`src/sv/sfp_pkg.sv`:
```
// Package for the serial-bus frame parser: frame geometry, marker bytes,
// controller states and the command and status structs between controller and datapath.
// No dependencies.
package sfp_pkg;

	localparam int LAST_INDEX = 24;
	localparam int BUF_DEPTH  = LAST_INDEX + 1;
	localparam int POS_W      = $clog2(BUF_DEPTH);
	localparam int FILL_W     = $clog2(BUF_DEPTH + 1);
	localparam int CHAN_W     = 11;
	localparam int CHAN_COUNT = 8;
	localparam int CHAN_BYTES = (CHAN_W * CHAN_COUNT) / 8;
	localparam int OUT_W      = CHAN_W * CHAN_COUNT;

	localparam logic [7:0] SYNC_MARK = 8'h0F;
	localparam logic [7:0] END_MARK  = 8'h00;

	typedef enum logic [1:0] {
		ST_IDLE,
		ST_EMIT,
		ST_SHIFT
	} state_t;

	typedef struct packed {
		logic wr_en;
		logic fill_inc;
		logic fill_clr;
		logic fill_full;
		logic shift_en;
		logic load_out;
	} dp_cmd_t;

	typedef struct packed {
		logic fill_zero;
		logic at_last;
		logic byte_sync;
		logic byte_end;
		logic next_sync;
		logic last_shift;
		logic out_free;
	} dp_stat_t;

endpackage

```
`src/sv/sbus_frame_parser.sv`:
```
// Serial-bus frame parser, eight 11-bit channels. m_tvalid rises after the end byte of a good
// frame is taken and the controller has passed through its emit state, later while an earlier
// result is still waiting. Throughput: one byte per cycle while filling; a good end byte holds
// the input off while in the emit state, until the output register is free; after a bad end
// byte, a resync shifts the buffer one place a cycle, with the input held off meanwhile.
// Reset clears the controller, fill count and output valid; the frame buffer is not cleared.
module sbus_frame_parser (
	input  logic                       clk,
	input  logic                       arst_n,
	input  logic                       s_tvalid,
	output logic                       s_tready,
	input  logic [7:0]                 s_tdata,  // rx_byte
	output logic                       m_tvalid,
	input  logic                       m_tready,
	output logic [sfp_pkg::OUT_W-1:0]  m_tdata   // chan_one .. chan_eight, 11 bits each
);

	sfp_pkg::dp_cmd_t  cmd;
	sfp_pkg::dp_stat_t stat;

	sfp_ctrl u_ctrl (
		.clk      (clk),
		.arst_n   (arst_n),
		.in_valid (s_tvalid),
		.in_ready (s_tready),
		.stat     (stat),
		.cmd      (cmd)
	);

	sfp_datapath u_datapath (
		.clk       (clk),
		.arst_n    (arst_n),
		.rx_byte   (s_tdata),
		.cmd       (cmd),
		.stat      (stat),
		.out_valid (m_tvalid),
		.out_ready (m_tready),
		.out_data  (m_tdata)
	);

endmodule

```
`src/sv/sfp_datapath.sv`:
```
// Datapath of the serial-bus frame parser: frame buffer, fill counter and output register.
// Driven by the command struct from sfp_ctrl; depends on sfp_pkg.
module sfp_datapath (
	input  logic                          clk,
	input  logic                          arst_n,
	input  logic [7:0]                    rx_byte,
	input  sfp_pkg::dp_cmd_t              cmd,
	output sfp_pkg::dp_stat_t             stat,
	output logic                          out_valid,
	input  logic                          out_ready,
	output logic [sfp_pkg::OUT_W-1:0]     out_data
);

	logic [7:0]                     buf_q [sfp_pkg::BUF_DEPTH];
	logic [sfp_pkg::FILL_W-1:0]     fill_q;
	logic                           out_valid_q;
	logic [sfp_pkg::OUT_W-1:0]      out_data_q;
	logic [sfp_pkg::POS_W-1:0]      wr_idx;
	logic [sfp_pkg::OUT_W-1:0]      frame_bits;

	assign wr_idx = fill_q[sfp_pkg::POS_W-1:0];

	always_ff @(posedge clk) begin
		for (int i = 0; i < sfp_pkg::BUF_DEPTH; i++) begin
			if (cmd.shift_en) begin
				if (i < sfp_pkg::LAST_INDEX) begin
					buf_q[i] <= buf_q[i+1];
				end
			end else if (cmd.wr_en && wr_idx == sfp_pkg::POS_W'(i)) begin
				buf_q[i] <= rx_byte;
			end
		end
	end

	always_ff @(posedge clk or negedge arst_n) begin
		if (!arst_n) begin
			fill_q <= '0;
		end else if (cmd.fill_clr) begin
			fill_q <= '0;
		end else if (cmd.fill_full) begin
			fill_q <= sfp_pkg::FILL_W'(sfp_pkg::BUF_DEPTH);
		end else if (cmd.fill_inc) begin
			fill_q <= fill_q + 1'b1;
		end else if (cmd.shift_en) begin
			fill_q <= fill_q - 1'b1;
		end
	end

	always_comb begin
		for (int k = 0; k < sfp_pkg::CHAN_BYTES; k++) begin
			frame_bits[8*k +: 8] = buf_q[k+1];
		end
	end

	always_ff @(posedge clk or negedge arst_n) begin
		if (!arst_n) begin
			out_valid_q <= 1'b0;
		end else if (cmd.load_out) begin
			out_valid_q <= 1'b1;
		end else if (out_ready) begin
			out_valid_q <= 1'b0;
		end
	end

	always_ff @(posedge clk) begin
		if (cmd.load_out) begin
			out_data_q <= frame_bits;
		end
	end

	assign out_valid = out_valid_q;
	assign out_data  = out_data_q;

	assign stat.fill_zero  = (fill_q == '0);
	assign stat.at_last    = (fill_q == sfp_pkg::FILL_W'(sfp_pkg::LAST_INDEX));
	assign stat.byte_sync  = (rx_byte == sfp_pkg::SYNC_MARK);
	assign stat.byte_end   = (rx_byte == sfp_pkg::END_MARK);
	assign stat.next_sync  = (buf_q[1] == sfp_pkg::SYNC_MARK);
	assign stat.last_shift = (fill_q == sfp_pkg::FILL_W'(1));
	assign stat.out_free   = !out_valid_q || out_ready;

	a_shift_nonempty: assert property (@(posedge clk) disable iff (!arst_n)
		cmd.shift_en |-> fill_q != '0)
		else $error("Buffer shifted while empty.");

	a_fill_range: assert property (@(posedge clk) disable iff (!arst_n)
		fill_q <= sfp_pkg::FILL_W'(sfp_pkg::BUF_DEPTH))
		else $error("Fill count out of range.");

	a_load_clears: assert property (@(posedge clk) disable iff (!arst_n)
		cmd.load_out |=> out_valid_q && fill_q == '0)
		else $error("Frame load did not present a result and empty the buffer.");

endmodule

```
`src/sv/sfp_ctrl.sv`:
```
// Controller of the serial-bus frame parser: sync hunt, frame fill, emit and resync shift.
// Issues commands to sfp_datapath; depends on sfp_pkg.
module sfp_ctrl (
	input  logic                clk,
	input  logic                arst_n,
	input  logic                in_valid,
	output logic                in_ready,
	input  sfp_pkg::dp_stat_t   stat,
	output sfp_pkg::dp_cmd_t    cmd
);

	sfp_pkg::state_t state_q;
	sfp_pkg::state_t state_d;
	logic            accept;

	assign in_ready = (state_q == sfp_pkg::ST_IDLE);
	assign accept   = in_valid && in_ready;

	always_ff @(posedge clk or negedge arst_n) begin
		if (!arst_n) begin
			state_q <= sfp_pkg::ST_IDLE;
		end else begin
			state_q <= state_d;
		end
	end

	always_comb begin
		state_d = state_q;
		unique case (state_q)
			sfp_pkg::ST_IDLE: begin
				if (accept && !(stat.fill_zero && !stat.byte_sync) && stat.at_last) begin
					state_d = stat.byte_end ? sfp_pkg::ST_EMIT : sfp_pkg::ST_SHIFT;
				end
			end
			sfp_pkg::ST_EMIT: begin
				if (stat.out_free) begin
					state_d = sfp_pkg::ST_IDLE;
				end
			end
			sfp_pkg::ST_SHIFT: begin
				if (stat.last_shift || stat.next_sync) begin
					state_d = sfp_pkg::ST_IDLE;
				end
			end
			default: state_d = sfp_pkg::ST_IDLE;
		endcase
	end

	always_comb begin
		cmd = '0;
		unique case (state_q)
			sfp_pkg::ST_IDLE: begin
				if (accept && !(stat.fill_zero && !stat.byte_sync)) begin
					cmd.wr_en = 1'b1;
					if (!stat.at_last) begin
						cmd.fill_inc = 1'b1;
					end else if (!stat.byte_end) begin
						cmd.fill_full = 1'b1;
					end
				end
			end
			sfp_pkg::ST_EMIT: begin
				if (stat.out_free) begin
					cmd.load_out = 1'b1;
					cmd.fill_clr = 1'b1;
				end
			end
			sfp_pkg::ST_SHIFT: begin
				cmd.shift_en = 1'b1;
			end
			default: cmd = '0;
		endcase
	end

	a_write_idle: assert property (@(posedge clk) disable iff (!arst_n)
		cmd.wr_en |-> state_q == sfp_pkg::ST_IDLE)
		else $error("Buffer written outside the idle state.");

	a_emit_return: assert property (@(posedge clk) disable iff (!arst_n)
		cmd.load_out |=> state_q == sfp_pkg::ST_IDLE)
		else $error("Controller did not return to idle after emitting a frame.");

	a_shift_enter: assert property (@(posedge clk) disable iff (!arst_n)
		cmd.fill_full |=> state_q == sfp_pkg::ST_SHIFT)
		else $error("Bad end byte did not start a resync shift.");

endmodule

```
`config.mk`:
```
export PLATFORM = sky130hd
export DESIGN_NAME = sbus_frame_parser
export DESIGN_NICKNAME = d
export VERILOG_FILES = /design/src/sv/sfp_pkg.sv /design/src/sv/sbus_frame_parser.sv /design/src/sv/sfp_datapath.sv /design/src/sv/sfp_ctrl.sv
export SDC_FILE = /design/constraint.sdc
export NUM_CORES = 1
export LEC_CHECK = 0
export BUFFER_PORTS_ARGS = -buffer_cell sky130_fd_sc_hd__buf_2
export CAP_MARGIN = 20
export CELL_PAD_IN_SITES_DETAIL_PLACEMENT = 1
export CELL_PAD_IN_SITES_GLOBAL_PLACEMENT = 1
export CORE_MARGIN = 2
export CORE_UTILIZATION = 43
export DETAILED_ROUTE_END_ITERATION = 10
export PLACE_DENSITY_LB_ADDON = 0.1
export REMOVE_ABC_BUFFERS = 1
export SYNTH_ARGS = -nofsm -noshare
export SYNTH_HDL_FRONTEND = slang
export SYNTH_SLANG_ARGS = --single-unit
```
`constraint.sdc`:
```
create_clock -name clk -period 6.2 [get_ports clk]
set_clock_uncertainty 0.1 [all_clocks]
set_input_delay 0.93 -clock clk [delete_from_list [all_inputs] [get_ports clk]]
set_output_delay 0.93 -clock clk [all_outputs]
set_load 0.02 [all_outputs]
```
==> flow_metrics.env, run 1 <==
export IMPL_status="complete, no violations"
export IMPL_tightest_slew_ns=0.7089
export IMPL_dieArea_mm2=0.02816
export IMPL_port_buffers=101
export IMPL_period_needed_ns=2.703
export IMPL_fin_util_pct=50.85
export IMPL_synth_largest_area_cell="edfxtp_1"
export IMPL_drcViolationCount=0
export IMPL_coreArea_mm2=0.02621
export IMPL_clk_pin_slew_ns=0.06
export IMPL_cts_root_buf="clkbuf_16"
export IMPL_antenna_found_initial=1
export IMPL_vias=5753
export IMPL_vdd_drop_max_uv=214.5
export IMPL_synth_warnings=0
export IMPL_ant_nets=0
export IMPL_htree_num_levels=1
export IMPL_grt_pass1_wl_mm=37.99
export IMPL_seq_area_frac_synth_pct=74.61
export IMPL_hpwlAfterDp_mm=15.99
export IMPL_cp_max_fo=25
export IMPL_cts_resized_gates=0
export IMPL_cts_buffers=30
export IMPL_hold_class="primary input to async pin"
export IMPL_p_per_area_mw_per_mm2=371.6
export IMPL_fillerInstances=2398
export IMPL_slew_headroom_pct=52.74
export IMPL_synth_top_area_share_pct=72.88
export IMPL_rows=59
export IMPL_cts_setup_buffers=0
export IMPL_slowest_stage="or4_4"
export IMPL_slew_violations=0
export IMPL_yosys_top_cells_area="edfxtp_1 (73%), mux2_2 (18%), dfrtp_1 (1.7%), nand2_1 (1.3%), clkbuf_1 (0.85%)"
export IMPL_syn_area_mm2=0.01154
export IMPL_met2WireLength_mm=11.62
export IMPL_cp_depth=5
export IMPL_first_pass_iters=4
export IMPL_ctsHoldBuffers=0
export IMPL_vias_per_cell=5.307
export IMPL_fmax_ghz=0.3700
export IMPL_grt_overflow=0
export IMPL_ff2ff_path_depth=4
export IMPL_crit_path_cell_trace="buf_2 > or4_4 > o21ai_2 > nand3_2 > nand2_1"
export IMPL_rsz0062_at_grt="no"
export IMPL_clk_latency_ns=0.55
export IMPL_p_leak_nw=4.693
export IMPL_grt_max_degree=89
export IMPL_fp_dieW_um=167.8
export IMPL_nNetsFinal=743
export IMPL_syn_to_final_growth_pct=15.51
export IMPL_path_delay_family="simple AND/OR/NAND/NOR gates"
export IMPL_final_setup_viol_count=0
export IMPL_cts_tree="done"
export IMPL_routed_wl_met3_um=894
export IMPL_postSynthAreaPerCell_um2=18.73
export IMPL_startpoint="s_tdata[5]"
export IMPL_crit_buf_inv=1
export IMPL_wl_per_cell_um=22.36
export IMPL_die_y_um=167.8
export IMPL_routed_wl_mm=24.24
export IMPL_synth_main_ff_cell="edfxtp_1"
export IMPL_io_pins=102
export IMPL_drt_met1_wl_mm=11.27
export IMPL_critPathArrivalTime_ns=2.82
export IMPL_yosysUniqueCellTypes=45
export IMPL_num_antenna_cells=0
export IMPL_drive_gt1_share_pct=47.13
export IMPL_maxCapViolCount=0
export IMPL_finalHoldViolations=0
export IMPL_reg2reg_slack_ns=3.64
export IMPL_ys_ff_latch=288
export IMPL_fin_hold_ws_ns=0.1162
export IMPL_timing_setup_tns_ns=0
export IMPL_r2r_end="u_datapath.buf_q[0][63]"
export IMPL_required_ns=6.32
export IMPL_async_reset_ff_share_pct=2.778
export IMPL_r2r_start="u_ctrl.state_q[1]"
export IMPL_initial_utilization_pct=44.02
export IMPL_endpoint_kind="flip-flop"
export IMPL_place_ws_ns=2.915
export IMPL_max_stage_delay_ns=0.65
export IMPL_drt_iter0_drc=305
export IMPL_grt_pass1_vias=6178
export IMPL_gp_congestion=0.8002
export IMPL_critical_path_class="primary input to flip-flop"
export IMPL_synth_edf_count=280
export IMPL_syn_inst=616
export IMPL_clock_sinks=288
export IMPL_period_share_pct=43.60
export IMPL_critPathLaunchType="primary input"
export IMPL_cts_buffer_depth=3
export IMPL_grt_usage_pct=17.42
export IMPL_setup_ws_ns=3.497
export IMPL_top_layer="met5"
export IMPL_crit_end="u_datapath.buf_q[0][16]"
==> worst min-delay path by stage <==
stage | cells past startpoint | slack (ns) | from | to
2_1_floorplan | 0 | 0.32 | u_datapath.buf_q[0][14] | u_datapath.out_data[6]
3_3_place_gp | 0 | 0.33 | u_datapath.buf_q[0][84] | u_datapath.out_data[76]
3_5_place_dp | 0 | 0.34 | u_datapath.buf_q[0][30] | u_datapath.out_data[22]
4_1_cts | 1 | 0.10 | arst_n | u_datapath.fill_q[0]
5_1_grt | 1 | 0.11 | arst_n | u_datapath.fill_q[0]
6_report | 1 | 0.12 | arst_n | u_datapath.fill_q[0]
==> report_power, final <==
part           switching [W]  internal, W
clock               0.000735     0.000931
combinational       0.000415     0.000258
sequential          0.000123      0.00249
total                0.00127      0.00368
==> per-stage QoR <==
stage                     cells  cell area (um2)  total power [W]
after CTS                  1083            13300         0.005007
after detailed placement   1027            12380         0.003330
after floorplan             589            11430         0.003078
after global routing       1084            13330         0.005158
after global placement     1027            12380         0.003301
final                      1084            13330         0.004952
==> sequential cells by signal, summed over array words and instances, names as in the netlist <==
register	flops
u_datapath.buf_q	192
u_datapath.out_data	88
u_datapath.fill_q	5
u_ctrl.state_q	2
u_datapath.out_valid	1
==> synthesized netlist by cell type (all sizes together) (2+ instances only) <==
| library cell | instances |
|---|---|
| and3 | 3 |
| and4 | 2 |
| a2111oi | 2 |
| nand2 | 44 |
| nand2b | 4 |
| dfrtp | 8 |
| clkbuf | 26 |
| and2 | 7 |
| nor2 | 4 |
| inv | 4 |
| a21oi | 2 |
| nor2b | 5 |
| or4 | 3 |
| o21ai | 4 |
| nand3 | 9 |
| o2111ai | 2 |
| edfxtp | 280 |
| mux2 | 184 |
| ha | 6 |
| nand4 | 2 |
==> final cells by class <==
type | count | area [um2] | share of cell area [%]
clock buffers | 33 | 762.0 | 5.718
well taps | 335 | 419.2 | 3.145
multi-input cells | 297 | 2811 | 21.10
clock inverters | 23 | 161.4 | 1.211
inverters | 4 | 16.27 | 0.1221
flip-flops and latches | 288 | 8608 | 64.60
repair buffers | 104 | 548.0 | 4.112
==> layer usage <==
layer / vias up / track usage [%]
met5: - / 0
met1: 2967 / 24.18
met4: 2 / 3.856
met2: 110 / 29.12
li1: 2638 / -
met3: 36 / 2.868
==> worst reg2reg max path: cells and delay by family (launching register included) <==
kind	cells	cell delay, ns
flops	1	0.47
simple gates	4	1.67
==> cell usage in the layout (no fill, tap or decap), types with 2 or more instances in the layout <==
cell type and count:
clkinvlp_4 3, clkinv_4 2, inv_1 3, buf_4 2
nand3_2 5, nand3_1 3, or4_1 2, o21ai_0 3
ha_1 6, a21oi_1 2, buf_2 101, and2_0 3
clkinv_2 13, edfxtp_1 280, clkbuf_1 3, nor2_1 3
and2_1 4, clkinv_1 4, nor2b_1 5, dfrtp_1 8
and3_1 3, nand4_1 2, nand2b_1 4, mux2_2 183
and4_1 2, nand2_1 40, nand2_2 4, clkbuf_16 30
==> cell families after synthesis <==
group,Yosys count,synth area share [%]
muxes,185,18.05
xor gates and xnor gates,1,0.07593
adders and majority gates,6,0.6507
AOI/OAI and AO/OA,18,1.388
and+or+nand+nor,87,4.208
DFF,288,74.61
buffers and inverters,31,1.019
(Power assumes the default switching activity.)
==> run 2: changes to the inputs <==
--- a/config.mk
+++ b/config.mk
@@ -5,6 +5,7 @@
 export SDC_FILE = /design/constraint.sdc
 export NUM_CORES = 1
 export LEC_CHECK = 0
+export ABC_AREA = 1
 export BUFFER_PORTS_ARGS = -buffer_cell sky130_fd_sc_hd__buf_2
 export CAP_MARGIN = 20
 export CELL_PAD_IN_SITES_DETAIL_PLACEMENT = 1
==> constraint.sdc (replaced) <==
create_clock -name clk -period 2.49 [get_ports clk]
set_clock_uncertainty 0.1 [all_clocks]
set_input_delay 0.3735 -clock clk [delete_from_list [all_inputs] [get_ports clk]]
set_output_delay 0.3735 -clock clk [all_outputs]
set_load 0.02 [all_outputs]
==> run 2 against run 1 <==
  * First-iteration DRC count is 88% higher
  * Register-to-register slack worse by 3.5 ns
  * Largest power group unchanged
  * Sequential cell count unchanged
  * Clock power rose to 2.7 times the previous value
  * Final cell count is 27% higher
  * Via count increased by 23%
  * Synthesized cell count increased by 42%
  * Sequential share of layout area is 1.0 points lower
==> flow_metrics.env, run 2 <==
export IMPL_critical_path_class="flip-flop to flip-flop"
export IMPL_largest_register_ffs=192
export IMPL_drt_iter0_drc=573
export IMPL_routed_wl_mm=26.14
export IMPL_antenna_found_initial=1
export IMPL_synth_largest_area_cell="edfxtp_1"
export IMPL_slew_headroom_pct=63.77
export IMPL_cts_resized_gates=0
export IMPL_syn_to_final_growth_pct=18.74
export IMPL_required_ns=2.62
export IMPL_wl_per_cell_um=19.01
export IMPL_maxCapViolCount=0
export IMPL_grt_max_degree=91
export IMPL_cts_tree="done"
export IMPL_slew_violations=0
export IMPL_synth_edf_count=280
export IMPL_grtUsageMet3_pct=2.780
export IMPL_port_buffers=101
export IMPL_status="complete, no violations"
export IMPL_busiest_layer="met2"
export IMPL_fmax_ghz=0.4286
export IMPL_syn_inst=874
export IMPL_initial_utilization_pct=43.78
export IMPL_cp_max_fo=17
export IMPL_tightest_slew_ns=0.5429
export IMPL_nNetsFinal=1036
export IMPL_critPathArrivalTime_ns=2.46
export IMPL_period_share_pct=93.71
export IMPL_num_antenna_cells=0
export IMPL_use_met2_pct=32.74
export IMPL_gr_usage_met1_pct=25.72
export IMPL_p_leak_nw=5.335
export IMPL_yosysUniqueCellTypes=28
export IMPL_drcViolationCount=0
export IMPL_finalHoldViolations=0
export IMPL_regMostFlops="u_datapath.buf_q"
export IMPL_final_common_cell="edfxtp_1"
export IMPL_ant_nets=0
export IMPL_fp_dieW_um=166.9
export IMPL_vdd_drop_max_uv=981.6
export IMPL_p_per_area_mw_per_mm2=1140
export IMPL_critPathLaunchType="flip-flop"
export IMPL_clk_pin_slew_ns=0.06
export IMPL_endpoint_kind="flip-flop"
export IMPL_final_setup_viol_count=0
export IMPL_cts_root_buf="clkbuf_16"
export IMPL_io_pins=102
export IMPL_fillerInstances=2665
export IMPL_layout_common_cells="edfxtp_1 (280), nand2_1 (248), o21ai_0 (130)"
export IMPL_grt_overflow=0
export IMPL_async_reset_ff_share_pct=2.778
export IMPL_htree_num_levels=1
export IMPL_synth_main_ff_cell="edfxtp_1"
export IMPL_cts_buffers=30
export IMPL_yosys_top_cells_area="edfxtp_1 (74%), nand2_1 (8.2%), o21ai_0 (5.7%), o21ai_1 (2.5%), dfrtp_1 (1.8%)"
export IMPL_seq_area_frac_synth_pct=75.46
export IMPL_grt_pass1_vias=7476
export IMPL_dieArea_mm2=0.02785
export IMPL_die_y_um=166.9
export IMPL_cts_setup_buffers=0
export IMPL_period_needed_ns=2.333
export IMPL_synth_common_cells="edfxtp_1 (280), nand2_1 (248), o21ai_0 (130), o21ai_1 (58), inv_1 (25)"
export IMPL_syn_area_mm2=0.01141
export IMPL_clock_sinks=288
export IMPL_grt_usage_pct=18.99
export IMPL_synth_warnings=0
export IMPL_cts_buffer_depth=3
export IMPL_vias_per_cell=5.156
export IMPL_hpwlAfterDp_mm=17.31
export IMPL_yosysMostFrequentCell="edfxtp_1"
export IMPL_gp_congestion=0.7825
export IMPL_clk_latency_ns=0.56
export IMPL_synth_top_area_share_pct=73.70
export IMPL_first_pass_iters=4
export IMPL_setup_ws_ns=0.1566
export IMPL_coreArea_mm2=0.02606
export IMPL_rsz0062_at_grt="no"
export IMPL_fin_util_pct=51.99
export IMPL_place_ws_ns=0.1694
export IMPL_drive_gt1_share_pct=20.87
export IMPL_postSynthAreaPerCell_um2=13.05
export IMPL_grt_pass1_wl_mm=41.68
export IMPL_vias=7090
export IMPL_rows=59
export IMPL_ys_ff_latch=288
export IMPL_hold_class="primary input to async pin"
[run 2: cell count changes after synthesis, moves of 5 or more]
| cell | delta |
|---|---|
| buf_2 | +11 |
| buf_4 | +8 |
| inv_1 | +21 |
| mux2_2 | -183 |
| nand2_1 | +208 |
| nand3_1 | +8 |
| nand3_2 | -5 |
| nand4_2 | +7 |
| nor2_1 | +15 |
| nor2_2 | +6 |
| nor2b_1 | -5 |
| nor3_1 | +5 |
| o21ai_0 | +127 |
| o21ai_1 | +58 |
[run 2: final timing paths]
check,start,to,slack [ns],cells after the start
max,u_datapath.fill_q[1],u_datapath.buf_q[0][37],0.16,9
min,arst_n,u_ctrl.state_q[0],0.10,2
max reg2reg,u_datapath.fill_q[1],u_datapath.buf_q[0][37],0.16,9
min reg2reg,u_datapath.buf_q[0][10],u_datapath.out_data[2],0.35,0
max in group asynchronous,arst_n,u_datapath.fill_q[3],2.01,2
min in group clk,u_datapath.buf_q[0][10],u_datapath.out_data[2],0.35,0
[run 2: report_power, final]
group	leakage [nW]	internal (W)	total (W)	switching, W
Clock	0.476	0.00262	0.00446	0.00183
Combinational	2.21	0.000934	0.00318	0.00224
Sequential	2.65	0.00724	0.00781	0.000565
[run 2: critical path: stages, from the launching register on]
cell	delay [ns]
dfrtp_1	0.44
inv_1	0.12
ha_1	0.27
nand2_1	0.13
nor2_2	0.06
nand2_4	0.09
nand2_4	0.06
inv_6	0.20
nand3_4	0.18
nand2_1	0.33
[run 2: cell families after synthesis]
group | count (synthesis) | share of synthesized area (%)
AOI/OAI and AO/OA | 190 | 8.357
adders and majority gates | 6 | 0.6580
buffers and inverters | 72 | 2.950
DFF | 288 | 75.46
xor gates and xnor gates | 5 | 0.3839
and+or+nand+nor | 313 | 12.20
[run 2: metrics by stage]
stage | area, um2 | power [W] | setup TNS (ns) | instances | hold slack (ns)
6_report | 13550 | 0.01544 | 0 | 1375 | 0.1009
3_3_place_gp | 12470 | 0.01095 | 0 | 1311 | 0.1326
4_1_cts | 13550 | 0.01560 | 0 | 1375 | 0.07223
3_5_place_dp | 12470 | 0.01110 | 0 | 1311 | 0.1305
5_1_grt | 13550 | 0.01629 | 0 | 1375 | 0.1120
2_1_floorplan | 11180 | 0.009753 | -237.94 | 829 | -0.02209
[run 2: cell type report]
| cell class | count | area (um2) | share of cell area [%] |
|---|---|---|---|
| flip-flops and latches | 288 | 8608 | 63.55 |
| well taps | 335 | 419.2 | 3.094 |
| multi-input cells | 514 | 2471 | 18.24 |
| inverters | 27 | 106.4 | 0.7851 |
| clock inverters | 17 | 201.4 | 1.487 |
| clock buffers | 37 | 777.0 | 5.736 |
| repair buffers | 157 | 963.4 | 7.112 |
[run 2: what timing repair did]
item	4_1_cts	5_1_grt
hold buffers	10	0
endpoints found under the hold margin	17	0
endpoints found under the setup margin	0	0
[run 2: routing by layer]
| layer | up-vias | wire length, um |
|---|---|---|
| met1 | 3531 | 11570 |
| met3 | 33 | 981 |
| li1 | 3398 | - |
| met2 | 128 | 13140 |
| met4 | 0 | 460 |
| met5 | - | 0 |
